File: src/bui_pkg.sv
// Shared widths, register indexes and divider request/response types for the
// bilinear integer upsampler. No dependencies.
`default_nettype none

package bui_pkg;

  localparam int COARSE_DIM_DEF = 128;
  localparam int MAX_FACTOR_DEF = 16;

  localparam int IDX_W   = 11;
  localparam int SMP_W   = 32;
  localparam int FW      = 5;
  localparam int WGT_W   = 2 * FW;
  localparam int SUM_W   = 44;
  localparam int STEP_W  = $clog2(SUM_W + 1);
  localparam int CFG_IDX_W = 2;

  localparam logic [CFG_IDX_W-1:0] REG_FACTOR_X = 2'd0;
  localparam logic [CFG_IDX_W-1:0] REG_FACTOR_Z = 2'd1;

  localparam logic FUNC_LOAD  = 1'b0;
  localparam logic FUNC_QUERY = 1'b1;

  typedef struct packed {
    logic              start;
    logic [STEP_W-1:0] steps;
    logic [SUM_W-1:0]  dividend;
    logic [WGT_W-1:0]  divisor;
  } div_req_t;

  typedef struct packed {
    logic             done;
    logic [SUM_W-1:0] quot;
    logic [WGT_W-1:0] rem;
  } div_rsp_t;

endpackage

`default_nettype wire

File: src/bui_div.sv
// Shared restoring divider, one quotient bit per cycle, for a chosen number of
// steps taken from the top of the dividend. Depends on bui_pkg.
`default_nettype none

module bui_div (
  input  wire logic              clk,
  input  wire logic              rst,
  input  wire bui_pkg::div_req_t req,
  output bui_pkg::div_rsp_t      rsp
);
  import bui_pkg::*;

  logic              busy;
  logic [STEP_W-1:0] cnt;
  logic [SUM_W-1:0]  q;
  logic [WGT_W-1:0]  r;
  logic [WGT_W-1:0]  d;
  logic [WGT_W:0]    trial;
  logic              fits;

  assign trial = {r, q[SUM_W-1]};
  assign fits  = trial >= {1'b0, d};

  always_ff @(posedge clk) begin
    if (rst) begin
      busy <= 1'b0;
      cnt  <= '0;
    end else if (req.start) begin
      busy <= 1'b1;
      cnt  <= req.steps;
      q    <= req.dividend;
      r    <= '0;
      d    <= req.divisor;
    end else if (busy) begin
      if (cnt == '0) begin
        busy <= 1'b0;
      end else begin
        cnt <= cnt - STEP_W'(1);
        q   <= {q[SUM_W-2:0], fits};
        r   <= fits ? WGT_W'(trial - {1'b0, d}) : trial[WGT_W-1:0];
      end
    end
  end

  assign rsp.done = busy && (cnt == '0);
  assign rsp.quot = q;
  assign rsp.rem  = r;

endmodule

`default_nettype wire

File: config.mk
export PLATFORM = sky130hd
export DESIGN_NAME = bui_div
export DESIGN_NICKNAME = d
export VERILOG_FILES = /design/src/bui_pkg.sv /design/src/bui_div.sv
export SDC_FILE = /design/constraint.sdc
export NUM_CORES = 1
export LEC_CHECK = 0
export BUFFER_PORTS_ARGS = -buffer_cell sky130_fd_sc_hd__buf_2
export CORE_UTILIZATION = 55
export CTS_BUF_LIST = sky130_fd_sc_hd__clkbuf_16
export DETAILED_ROUTE_END_ITERATION = 10
export GPL_ROUTABILITY_DRIVEN = 0
export PLACE_DENSITY = 0.85
export SLEW_MARGIN = 20
export SYNTH_ARGS = -nofsm -noshare
export SYNTH_HDL_FRONTEND = slang
export SYNTH_SLANG_ARGS = --single-unit
File: constraint.sdc
create_clock -name clk -period 12.5 [get_ports clk]
set_input_delay 2.5 -clock clk [delete_from_list [all_inputs] [get_ports clk]]
set_output_delay 2.5 -clock clk [all_outputs]
set_load 0.02 [all_outputs]
==> impl_metrics.tcl, run 1 <==
set metrics [dict create \
    status "completed" \
    criticalPathCategory "in -> reg" \
    totalPowerFinal_mw 0.688 \
    ant_nets 0 \
    grt_max_degree 58 \
    synth-async-reset-ratio_pct 0 \
    fin_util_pct 72.2 \
    synth_cell_types 48 \
    syn2layout_area_growth_pct 27.3 \
    stdcell_area_um2 4560 \
    rsz0062_at_grt "no" \
    clkTransAtPathRegs_ns 0.05 \
    ys_seq_area_share_pct 57.5 \
    placed_cells 451 \
    cp_max_fo 57 \
    vias 2605 \
    swShare_pct 25.8 \
    n_fill_cell 435 \
    netSwitchingPower_mw 0.177 \
    arrival_ns 4.29 \
    setup_ws_ns 8.16 \
    die_area_um2 6840 \
    finalNonFillerCells 467 \
    p_seq_share_pct 42.6 \
    clk_path_buf_depth 2 \
    yosysWarnings 0 \
    p_comb_share_pct 19.6 \
    slew_headroom_pct 41.6 \
    maxSlewViolCount 0 \
    track_usage_pct 24.1 \
    cts-hold-fix-buffers 0 \
    synth_area_per_cell_um2 13.6 \
    synth_top_area_share_pct 53.6 \
    grt-ovfl-total 0 \
    rows 29 \
    synth_area_leaders "edfxtp_1 (54%), mux2_2 (14%), ha_1 (4.2%), dfxtp_1 (3.9%), inv_1 (1.8%)" \
    seqCellArea_um2 2060 \
    whs_ns 0.576 \
    wl_per_cell_um 16.8 \
    placed_cell_area_um2 4250 \
    drc 0 \
    routed_wl_um 7850 \
    fmax_mhz 230 \
    grt_pass1_wl_um 11900 \
    synth_ff_type "edfxtp_1" \
    cts_tree "yes" \
    portBuffers 117 \
    postCtsSetupRepairBufs 0 \
    clock-sinks 71 \
    finalSetupTns_ns 0 \
    yosysTopAreaCell "edfxtp_1" \
    diodes 0 \
    dpl_worst_slack_ns 7.82 \
    synth_edf_count 64 \
    layout-drive-gt1-share_pct 50.5 \
    peakVddDrop_mv 0.122 \
    start_util_pct 56.8 \
    cp.required_ns 12.44 \
    cts_root_buf "clkbuf_16" \
    worstHoldPathType "reg -> reg" \
    hold_viol 0 \
    worstSkewPairLatency_ns 0.32 \
    syn-num-nets 339 \
    cts_htree_levels 3 \
    endpoint_kind "flip-flop" \
    numCtsBuffers 9 \
    drtPass1Iterations 4 \
    via_per_inst 5.58 \
    fin_skew_ns 0.00542 \
    die_w_um 82.7 \
    io_pins 118 \
    power.leakage_nw 1.90 \
    period_needed_ns 4.34 \
    synth-seq-cells 71 \
    cts-resized-gates 0 \
    cp-start-kind "input port" \
    syn_inst 263 \
    synth_area_um2 3580 \
    grt_pass1_vias 2471 \
    worst_pin_slew_ns 0.873 \
    internal_power_mw 0.511 \
    first_iter_violations 134 \
    antenna_found_initial 1 \
    die_y_um 82.7 \
    final_nets 461 \
    drv_cap 0 \
    multi_input_area_um2 1430 \
    powerDensity_nw_per_um2 151 \
    final.period_utilization_pct 34.7 \
    pwr-share-clk_pct 37.8 \
    coreArea_um2 6310 \
    finalSetupViolations 0 \
    dpl.hpwl_um 5430 \
]
logic make-up (layout without fill, tap and decap cells):
family          count (synthesis)  count (layout)  synth area share (%)
buf+inv                        25             152                  2.72
compound gates                 48              48                  11.1
mux                            46              46                  14.4
xor+xnor                        9               9                  2.20
simple gates                   51              51                  7.33
flops                          71              71                  57.5
fa+ha+maj                      13              13                  4.75
synthesized netlist by cell type, types with 2 or more instances:
library cell	count
nand2_1	12
dfxtp_1	7
mux2_2	44
a21oi_1	12
o2111ai_1	2
a21o_1	2
xor2_1	2
o211ai_1	3
nand3_1	5
clkbuf_1	4
nand4_1	3
o21a_1	3
ha_1	12
mux2i_1	2
o21ai_2	3
xnor2_1	7
nor3_1	8
buf_2	3
nor2_1	12
inv_1	17
edfxtp_1	64
o21ai_0	5
or2_2	2
a211oi_1	5
area by class of cell:
class / count / area share [%]
multi-input combinational: 167 / 31.4
clock inverter: 7 / 1.78
tap: 77 / 2.11
inverter: 17 / 1.40
timing repair buffer: 119 / 13.2
clock buffer: 9 / 4.94
sequential: 71 / 45.2
flip-flops by register name (all words and copies together) (netlist names):
name / flops
r: 10
d: 10
q: 44
cnt: 6
busy: 1
final timing paths:
kind              endpoint  depth (start not counted)  slack [ns]     from
hold reg to reg      q[15]                          1        0.58    q[14]
setup / recovery      d[0]                          4        8.16  req[60]
hold / removal       q[15]                          1        0.58    q[14]
setup reg to reg      r[8]                          9        9.83    q[43]
worst max-delay path, stage by stage:
cell	delay, ns
buf_2	0.08
buf_4	0.53
inv_1	0.39
nor2_1	0.77
power groups by stage:
stage	clock network (mW)	logic [mW]	registers, mW
floorplan	0	0.0784	0.313
detailed placement	0	0.132	0.297
CTS	0.263	0.135	0.293
global route	0.270	0.146	0.296
finish	0.260	0.135	0.293
global placement	0	0.129	0.298
placed cells by master, fill, tap and decap left out, types with 2 or more instances in the layout:
cell type	instances
bufinv_16	2
nor3_1	8
xnor2_1	7
nand4_1	3
nand3_1	5
buf_4	2
dfxtp_1	7
a21o_1	2
edfxtp_1	64
o21ai_2	3
or2_2	2
o21a_1	3
mux2i_1	2
o211ai_1	3
ha_1	12
xor2_1	2
nand2_1	12
clkinv_2	2
clkbuf_16	9
mux2_2	44
o21ai_0	5
buf_2	117
o2111ai_1	2
nor2_1	11
a21oi_1	12
inv_1	20
a211oi_1	5
per-layer routing:
metal	vias up	wire, um	global-route usage [%]
li1	1249	-	-
met1	1228	3160	31.4
met2	120	3850	38.1
met3	6	782	7.91
met4	2	45	7.76
met5	-	13	0
Note: power is estimated with default switching activity, not from simulation.
==> inputs of run 2 (changes only) <==
Settings changed: ABC_AREA set to 1, CORE_UTILIZATION 55 to 46, PLACE_DENSITY 0.85 to 0.75.
Clock period 12.5 ns to 3.66 ns, I/O delays scaled along.
==> run 2 against run 1 <==
Power rose to 3.4 times the previous value. Sequential share of layout area fell by 1.1 points. Clock skew rose by 0.0017 ns. Sequential cell count did not move. Clock-buffer cell count did not move. Synthesized cell count rose by 61%. Via count rose by 19%. Worst setup slack got worse by 6.8 ns. Critical path type is now reg -> reg. Critical endpoint is now q[17].
==> impl_metrics.tcl, run 2 <==
set metrics [dict create \
    synth-async-reset-ratio_pct 0 \
    cpLargestDelayFamily "simple AND/OR/NAND/NOR gates" \
    power.leakage_nw 2.35 \
    arrival_ns 2.35 \
    synth_area_leaders "edfxtp_1 (52%), nand2_1 (20%), ha_1 (4.1%), inv_1 (4.1%), dfxtp_1 (3.8%)" \
    critical_path_depth 8 \
    final_cell_mix "nand2_1 (197), buf_2 (117), edfxtp_1 (64), inv_1 (43), nor2_1 (29)" \
    rsz0062_at_grt "no" \
    vias 3099 \
    drc 0 \
    max_stage_delay_ns 0.58 \
    period_needed_ns 2.34 \
    worstHoldPathType "reg -> reg" \
    portBuffers 117 \
    synth_area_per_cell_um2 8.68 \
    final_nets 618 \
    post-synth-top-count-cell "nand2_1" \
    min_path_cells 1 \
    syn-num-nets 500 \
    worst_pin_slew_ns 0.869 \
    diodes 0 \
    regMostFlops "q" \
    die_y_um 91.5 \
    yosysTopAreaCell "edfxtp_1" \
    cp-start-kind "flip-flop" \
    hold_viol 0 \
    clkTransAtPathRegs_ns 0.05 \
    maxSlewViolCount 0 \
    grt_max_degree 61 \
    io_pins 118 \
    n_fill_cell 681 \
    fmax_mhz 428 \
    finalSetupViolations 0 \
    synth-seq-cells 71 \
    wl_per_cell_um 12.6 \
    fin_skew_ns 0.00711 \
    peakVddDrop_mv 0.254 \
    cts-hold-fix-buffers 0 \
    slew_headroom_pct 41.9 \
    path_cells "inv_1 -> ha_1 -> nand4_1 -> nand2_1 -> nand2_1 -> inv_1 -> nor2_4 -> buf_12" \
    cp-startpoint "cnt[0]" \
    dpl.hpwl_um 6000 \
    min-delay-start "cnt[0]" \
    antenna_found_initial 0 \
    cp.required_ns 3.67 \
    grt_pass1_wl_um 13900 \
    syn_inst 424 \
    rows 32 \
    start_util_pct 47.7 \
    cts_htree_levels 3 \
    reg2reg_depth 8 \
    cp_max_fo 30 \
    coreArea_um2 7730 \
    ant_nets 0 \
    powerDensity_nw_per_um2 503 \
    die_w_um 91.5 \
    worstReg2RegStart "cnt[0]" \
    synth_top_area_share_pct 52.2 \
    worstSkewPairLatency_ns 0.32 \
    layout_commonest_cell "nand2_1" \
    synth_edf_count 64 \
    via_per_inst 4.78 \
    cts_tree "yes" \
    grt_pass1_vias 3027 \
    syn2layout_area_growth_pct 26.9 \
    finalSetupTns_ns 0 \
    final.period_utilization_pct 63.9 \
    largest_reg_flops 44 \
    totalPowerFinal_mw 2.35 \
    first_iter_violations 167 \
    reg_top3 "q (44), d (10), r (10)" \
    cpMaxStageDelayCell "nor2_4" \
    numCtsBuffers 9 \
    endpoint_kind "flip-flop" \
    crit_buf_inv 3 \
    ys_seq_area_share_pct 56.0 \
    routed_wl_um 8180 \
    yosysWarnings 0 \
    synth_area_um2 3680 \
    synth_cell_types 32 \
    grt-ovfl-total 0 \
    criticalPathCategory "reg -> reg" \
    cts-resized-gates 0 \
    status "completed" \
    track_usage_pct 21.2 \
    drtPass1Iterations 4 \
    synthTopCellsByCount "nand2_1 (197), edfxtp_1 (64), inv_1 (40)" \
    clk_path_buf_depth 2 \
    synth_ff_type "edfxtp_1" \
    postCtsSetupRepairBufs 0 \
    layout-drive-gt1-share_pct 27.2 \
    die_area_um2 8370 \
    clock-sinks 71 \
    drv_cap 0 \
    cts_root_buf "clkbuf_16" \
]
-- run 2: logic make-up after synthesis --
family	share of synthesized area, %
AND/OR/NAND/NOR	28.6
XOR/XNOR	0.714
buffers and inverters	6.12
AO/OA/AOI/OAI	3.94
flip-flops	56.0
adder cells (fa/ha/maj)	4.62
-- run 2: power by group --
group,switching [mW],internal [mW]
registers,0.0393,0.968
clock network,0.298,0.586
logic,0.293,0.165
total,0.630,1.72
-- run 2: worst register-to-register path: stages, from the launching register on --
cell	delay (ns)
dfxtp_1	0.35
inv_1	0.08
ha_1	0.21
nand4_1	0.13
nand2_1	0.11
nand2_1	0.14
inv_1	0.13
nor2_4	0.58
buf_12	0.29
-- run 2: worst paths after layout --
| kind | end | slack [ns] |
|---|---|---|
| max reg2reg | q[17] | 1.32 |
| min | cnt[0] | 0.47 |
| min reg2reg | cnt[0] | 0.47 |
| max | q[17] | 1.32 |
-- run 2: layer usage --
layer	routed length, um	vias up	track usage [%]
li1	-	1593	-
met1	3680	1393	28.0
met2	3970	107	33.1
met3	493	6	5.95
met4	42	0	7.67
met5	0	-	0
-- run 2: final cells by class --
| cell class | instances | area, um^2 | share of cell area (%) |
|---|---|---|---|
| multi-input combinational | 299 | 1400 | 30.0 |
| sequential | 71 | 2060 | 44.1 |
| clock buffer | 9 | 225 | 4.82 |
| tap | 102 | 128 | 2.73 |
| inverter | 41 | 154 | 3.29 |
| clock inverter | 7 | 82.6 | 1.77 |
| timing repair buffer | 120 | 621 | 13.3 |
-- run 2: metrics by stage --
| stage | std cells | setup WS, ns | utilization [%] | area (um^2) | hold WS, ns |
|---|---|---|---|---|---|
| after global placement | 633 | 1.38 | 56.5 | 4370 | 0.456 |
| after detailed placement | 633 | 1.31 | 56.5 | 4370 | 0.465 |
| after floorplan | 424 | 0.591 | - | 3680 | 0.439 |
| final | 649 | 1.32 | 60.5 | 4670 | 0.475 |
| after global routing | 649 | 1.09 | 60.5 | 4670 | 0.489 |
| after CTS | 649 | 1.30 | 60.5 | 4670 | 0.474 |
==> inputs of run 3 (changes only) <==
Clock period 3.66 ns to 1.9 ns, I/O delays scaled along.
==> run 3 against run 2 <==
Clock-buffer cell count stayed put. Critical endpoint is now r[8]. Die area did not move. Sequential share of layout area is 3.2 points lower. Final cell count up 3.7%. Non-clock buffer count is 23 higher. Utilization grew 4.8 points. Largest cell class unchanged. Worst setup slack worse by 1.3 ns. Critical path type unchanged. Critical path depth rose by 2. Fmax up 24%. Register-to-register slack got worse by 1.3 ns. Sequential cell count did not move. Clock power rose by 71%.
==> impl_metrics.tcl, run 3 (synthesis results as in run 2) <==
set metrics [dict create \
    final.period_utilization_pct 99.2 \
    criticalPathCategory "reg -> reg" \
    worstHoldPathType "in -> reg" \
    grt_pass1_vias 3079 \
    finalSetupTns_ns 0 \
    wl_per_cell_um 13.1 \
    clock-sinks 71 \
    cpLargestDelayFamily "simple AND/OR/NAND/NOR gates" \
    die_w_um 91.5 \
    worst_pin_slew_ns 0.499 \
    cts_htree_levels 3 \
    n_fill_cell 652 \
    slew_headroom_pct 66.8 \
    drtPass1Iterations 5 \
    first_iter_violations 146 \
    cp.required_ns 1.98 \
    peakVddDrop_mv 0.536 \
    largest_reg_flops 44 \
    drv_cap 0 \
    clkTransAtPathRegs_ns 0.06 \
    regMostFlops "q" \
    final_nets 642 \
    fin_skew_ns 0.00727 \
    vias 3263 \
    final_cell_mix "nand2_1 (187), buf_2 (117), edfxtp_1 (64), inv_1 (35), nor2_1 (27)" \
    ant_nets 0 \
    clk_path_buf_depth 2 \
    coreArea_um2 7730 \
    period_needed_ns 1.88 \
    cts_root_buf "clkbuf_16" \
    placed_cell_area_um2 4600 \
    syn2layout_area_growth_pct 37.0 \
    max_stage_delay_ns 0.43 \
    reg_top3 "q (44), d (10), r (10)" \
    track_usage_pct 21.8 \
    seqCellArea_um2 2060 \
    die_y_um 91.5 \
    hold_viol 0 \
    crit_top_cell "nand2_1" \
    fmax_mhz 531 \
    diodes 0 \
    io_pins 118 \
    maxSlewViolCount 0 \
    antenna_found_initial 0 \
    p_seq_share_pct 42.5 \
    stdcell_area_um2 5050 \
    grt_max_degree 61 \
    setup_ws_ns 0.0153 \
    numCtsBuffers 9 \
    routed_wl_um 8820 \
    layout-drive-gt1-share_pct 36.3 \
    worstSkewPairLatency_ns 0.32 \
    totalPowerFinal_mw 4.55 \
    finalNonFillerCells 673 \
    cp_max_fo 5 \
    cpMaxStageDelayCell "edfxtp_1" \
    whs_ns 0.233 \
    portBuffers 117 \
    internal_power_mw 3.19 \
    cp-start-kind "flip-flop" \
    start_util_pct 47.7 \
    powerDensity_nw_per_um2 902 \
    grt-ovfl-total 0 \
    fin_util_pct 65.3 \
    pwr-share-clk_pct 33.1 \
    multi_input_area_um2 1610 \
    dpl_worst_slack_ns -0.0820 \
    die_area_um2 8370 \
    rows 32 \
    grt_pass1_wl_um 14400 \
    cts_tree "yes" \
    finalSetupViolations 0 \
    drc 0 \
    dpl.hpwl_um 6150 \
    status "completed" \
    crit_buf_inv 1 \
    layout_commonest_cell "nand2_1" \
    netSwitchingPower_mw 1.36 \
    arrival_ns 1.96 \
    path_cells "ha_4 -> nand2_1 -> nor2_4 -> nand3_1 -> and2_4 -> nand2_4 -> buf_4 -> nand2_1 -> nand2_1 -> nor2_1" \
    p_comb_share_pct 24.4 \
    swShare_pct 29.8 \
    power.leakage_nw 2.47 \
    placed_cells 651 \
    endpoint_kind "flip-flop" \
    rsz0062_at_grt "yes" \
    via_per_inst 4.85 \
]
-- run 3: worst reg2reg max path, stage by stage (launching register included) --
cell      delay [ns]
edfxtp_1        0.43
ha_4            0.33
nand2_1         0.11
nor2_4          0.12
nand3_1         0.08
and2_4          0.19
nand2_4         0.10
buf_4           0.12
nand2_1         0.06
nand2_1         0.07
nor2_1          0.04
-- run 3: timing repair --
item                                    4_1_cts  5_1_grt
buffers inserted                              2        3
gates cloned                                  0        1
resized for setup                             4       28
hold buffers                                  0        0
endpoints found under the setup margin       10       10
pin swaps                                     3       18
-- run 3: power groups by stage --
stage	sequential, mW	clock (mW)	combinational, mW
floorplan	2.07	0	0.543
global placement	1.96	0	0.977
detailed placement	1.96	0	1.00
CTS	1.93	1.54	1.02
global route	1.95	1.61	1.23
finish	1.94	1.51	1.11
-- run 3: layer usage --
| layer | vias to the layer above | share of wire, % | wire length, um | track usage, % |
|---|---|---|---|---|
| met4 | 0 | 1.2 | 110 | 6.88 |
| met5 | - | 0 | 0 | 0 |
| met1 | 1499 | 43 | 3820 | 28.5 |
| met2 | 107 | 49 | 4290 | 34.0 |
| met3 | 12 | 6.8 | 602 | 7.71 |
| li1 | 1645 | - | - | - |
-- run 3: worst paths after layout --
| kind | depth (start not counted) | endpoint | startpoint | slack [ns] |
|---|---|---|---|---|
| worst max-delay path | 10 | r[8] | r[4] | 0.02 |
| worst min-delay path | 1 | d[9] | req[9] | 0.23 |
| worst max register to register | 10 | r[8] | r[4] | 0.02 |
| worst min register to register | 1 | cnt[0] | cnt[0] | 0.45 |
-- run 3: area by class of cell --
| class | count | share of cell area (%) |
|---|---|---|
| multi-input combinational | 300 | 31.9 |
| sequential | 71 | 40.9 |
| clock inverter | 7 | 0.769 |
| inverter | 41 | 3.20 |
| clock buffer | 9 | 4.46 |
| timing repair buffer | 143 | 16.3 |
| tap | 102 | 2.53 |
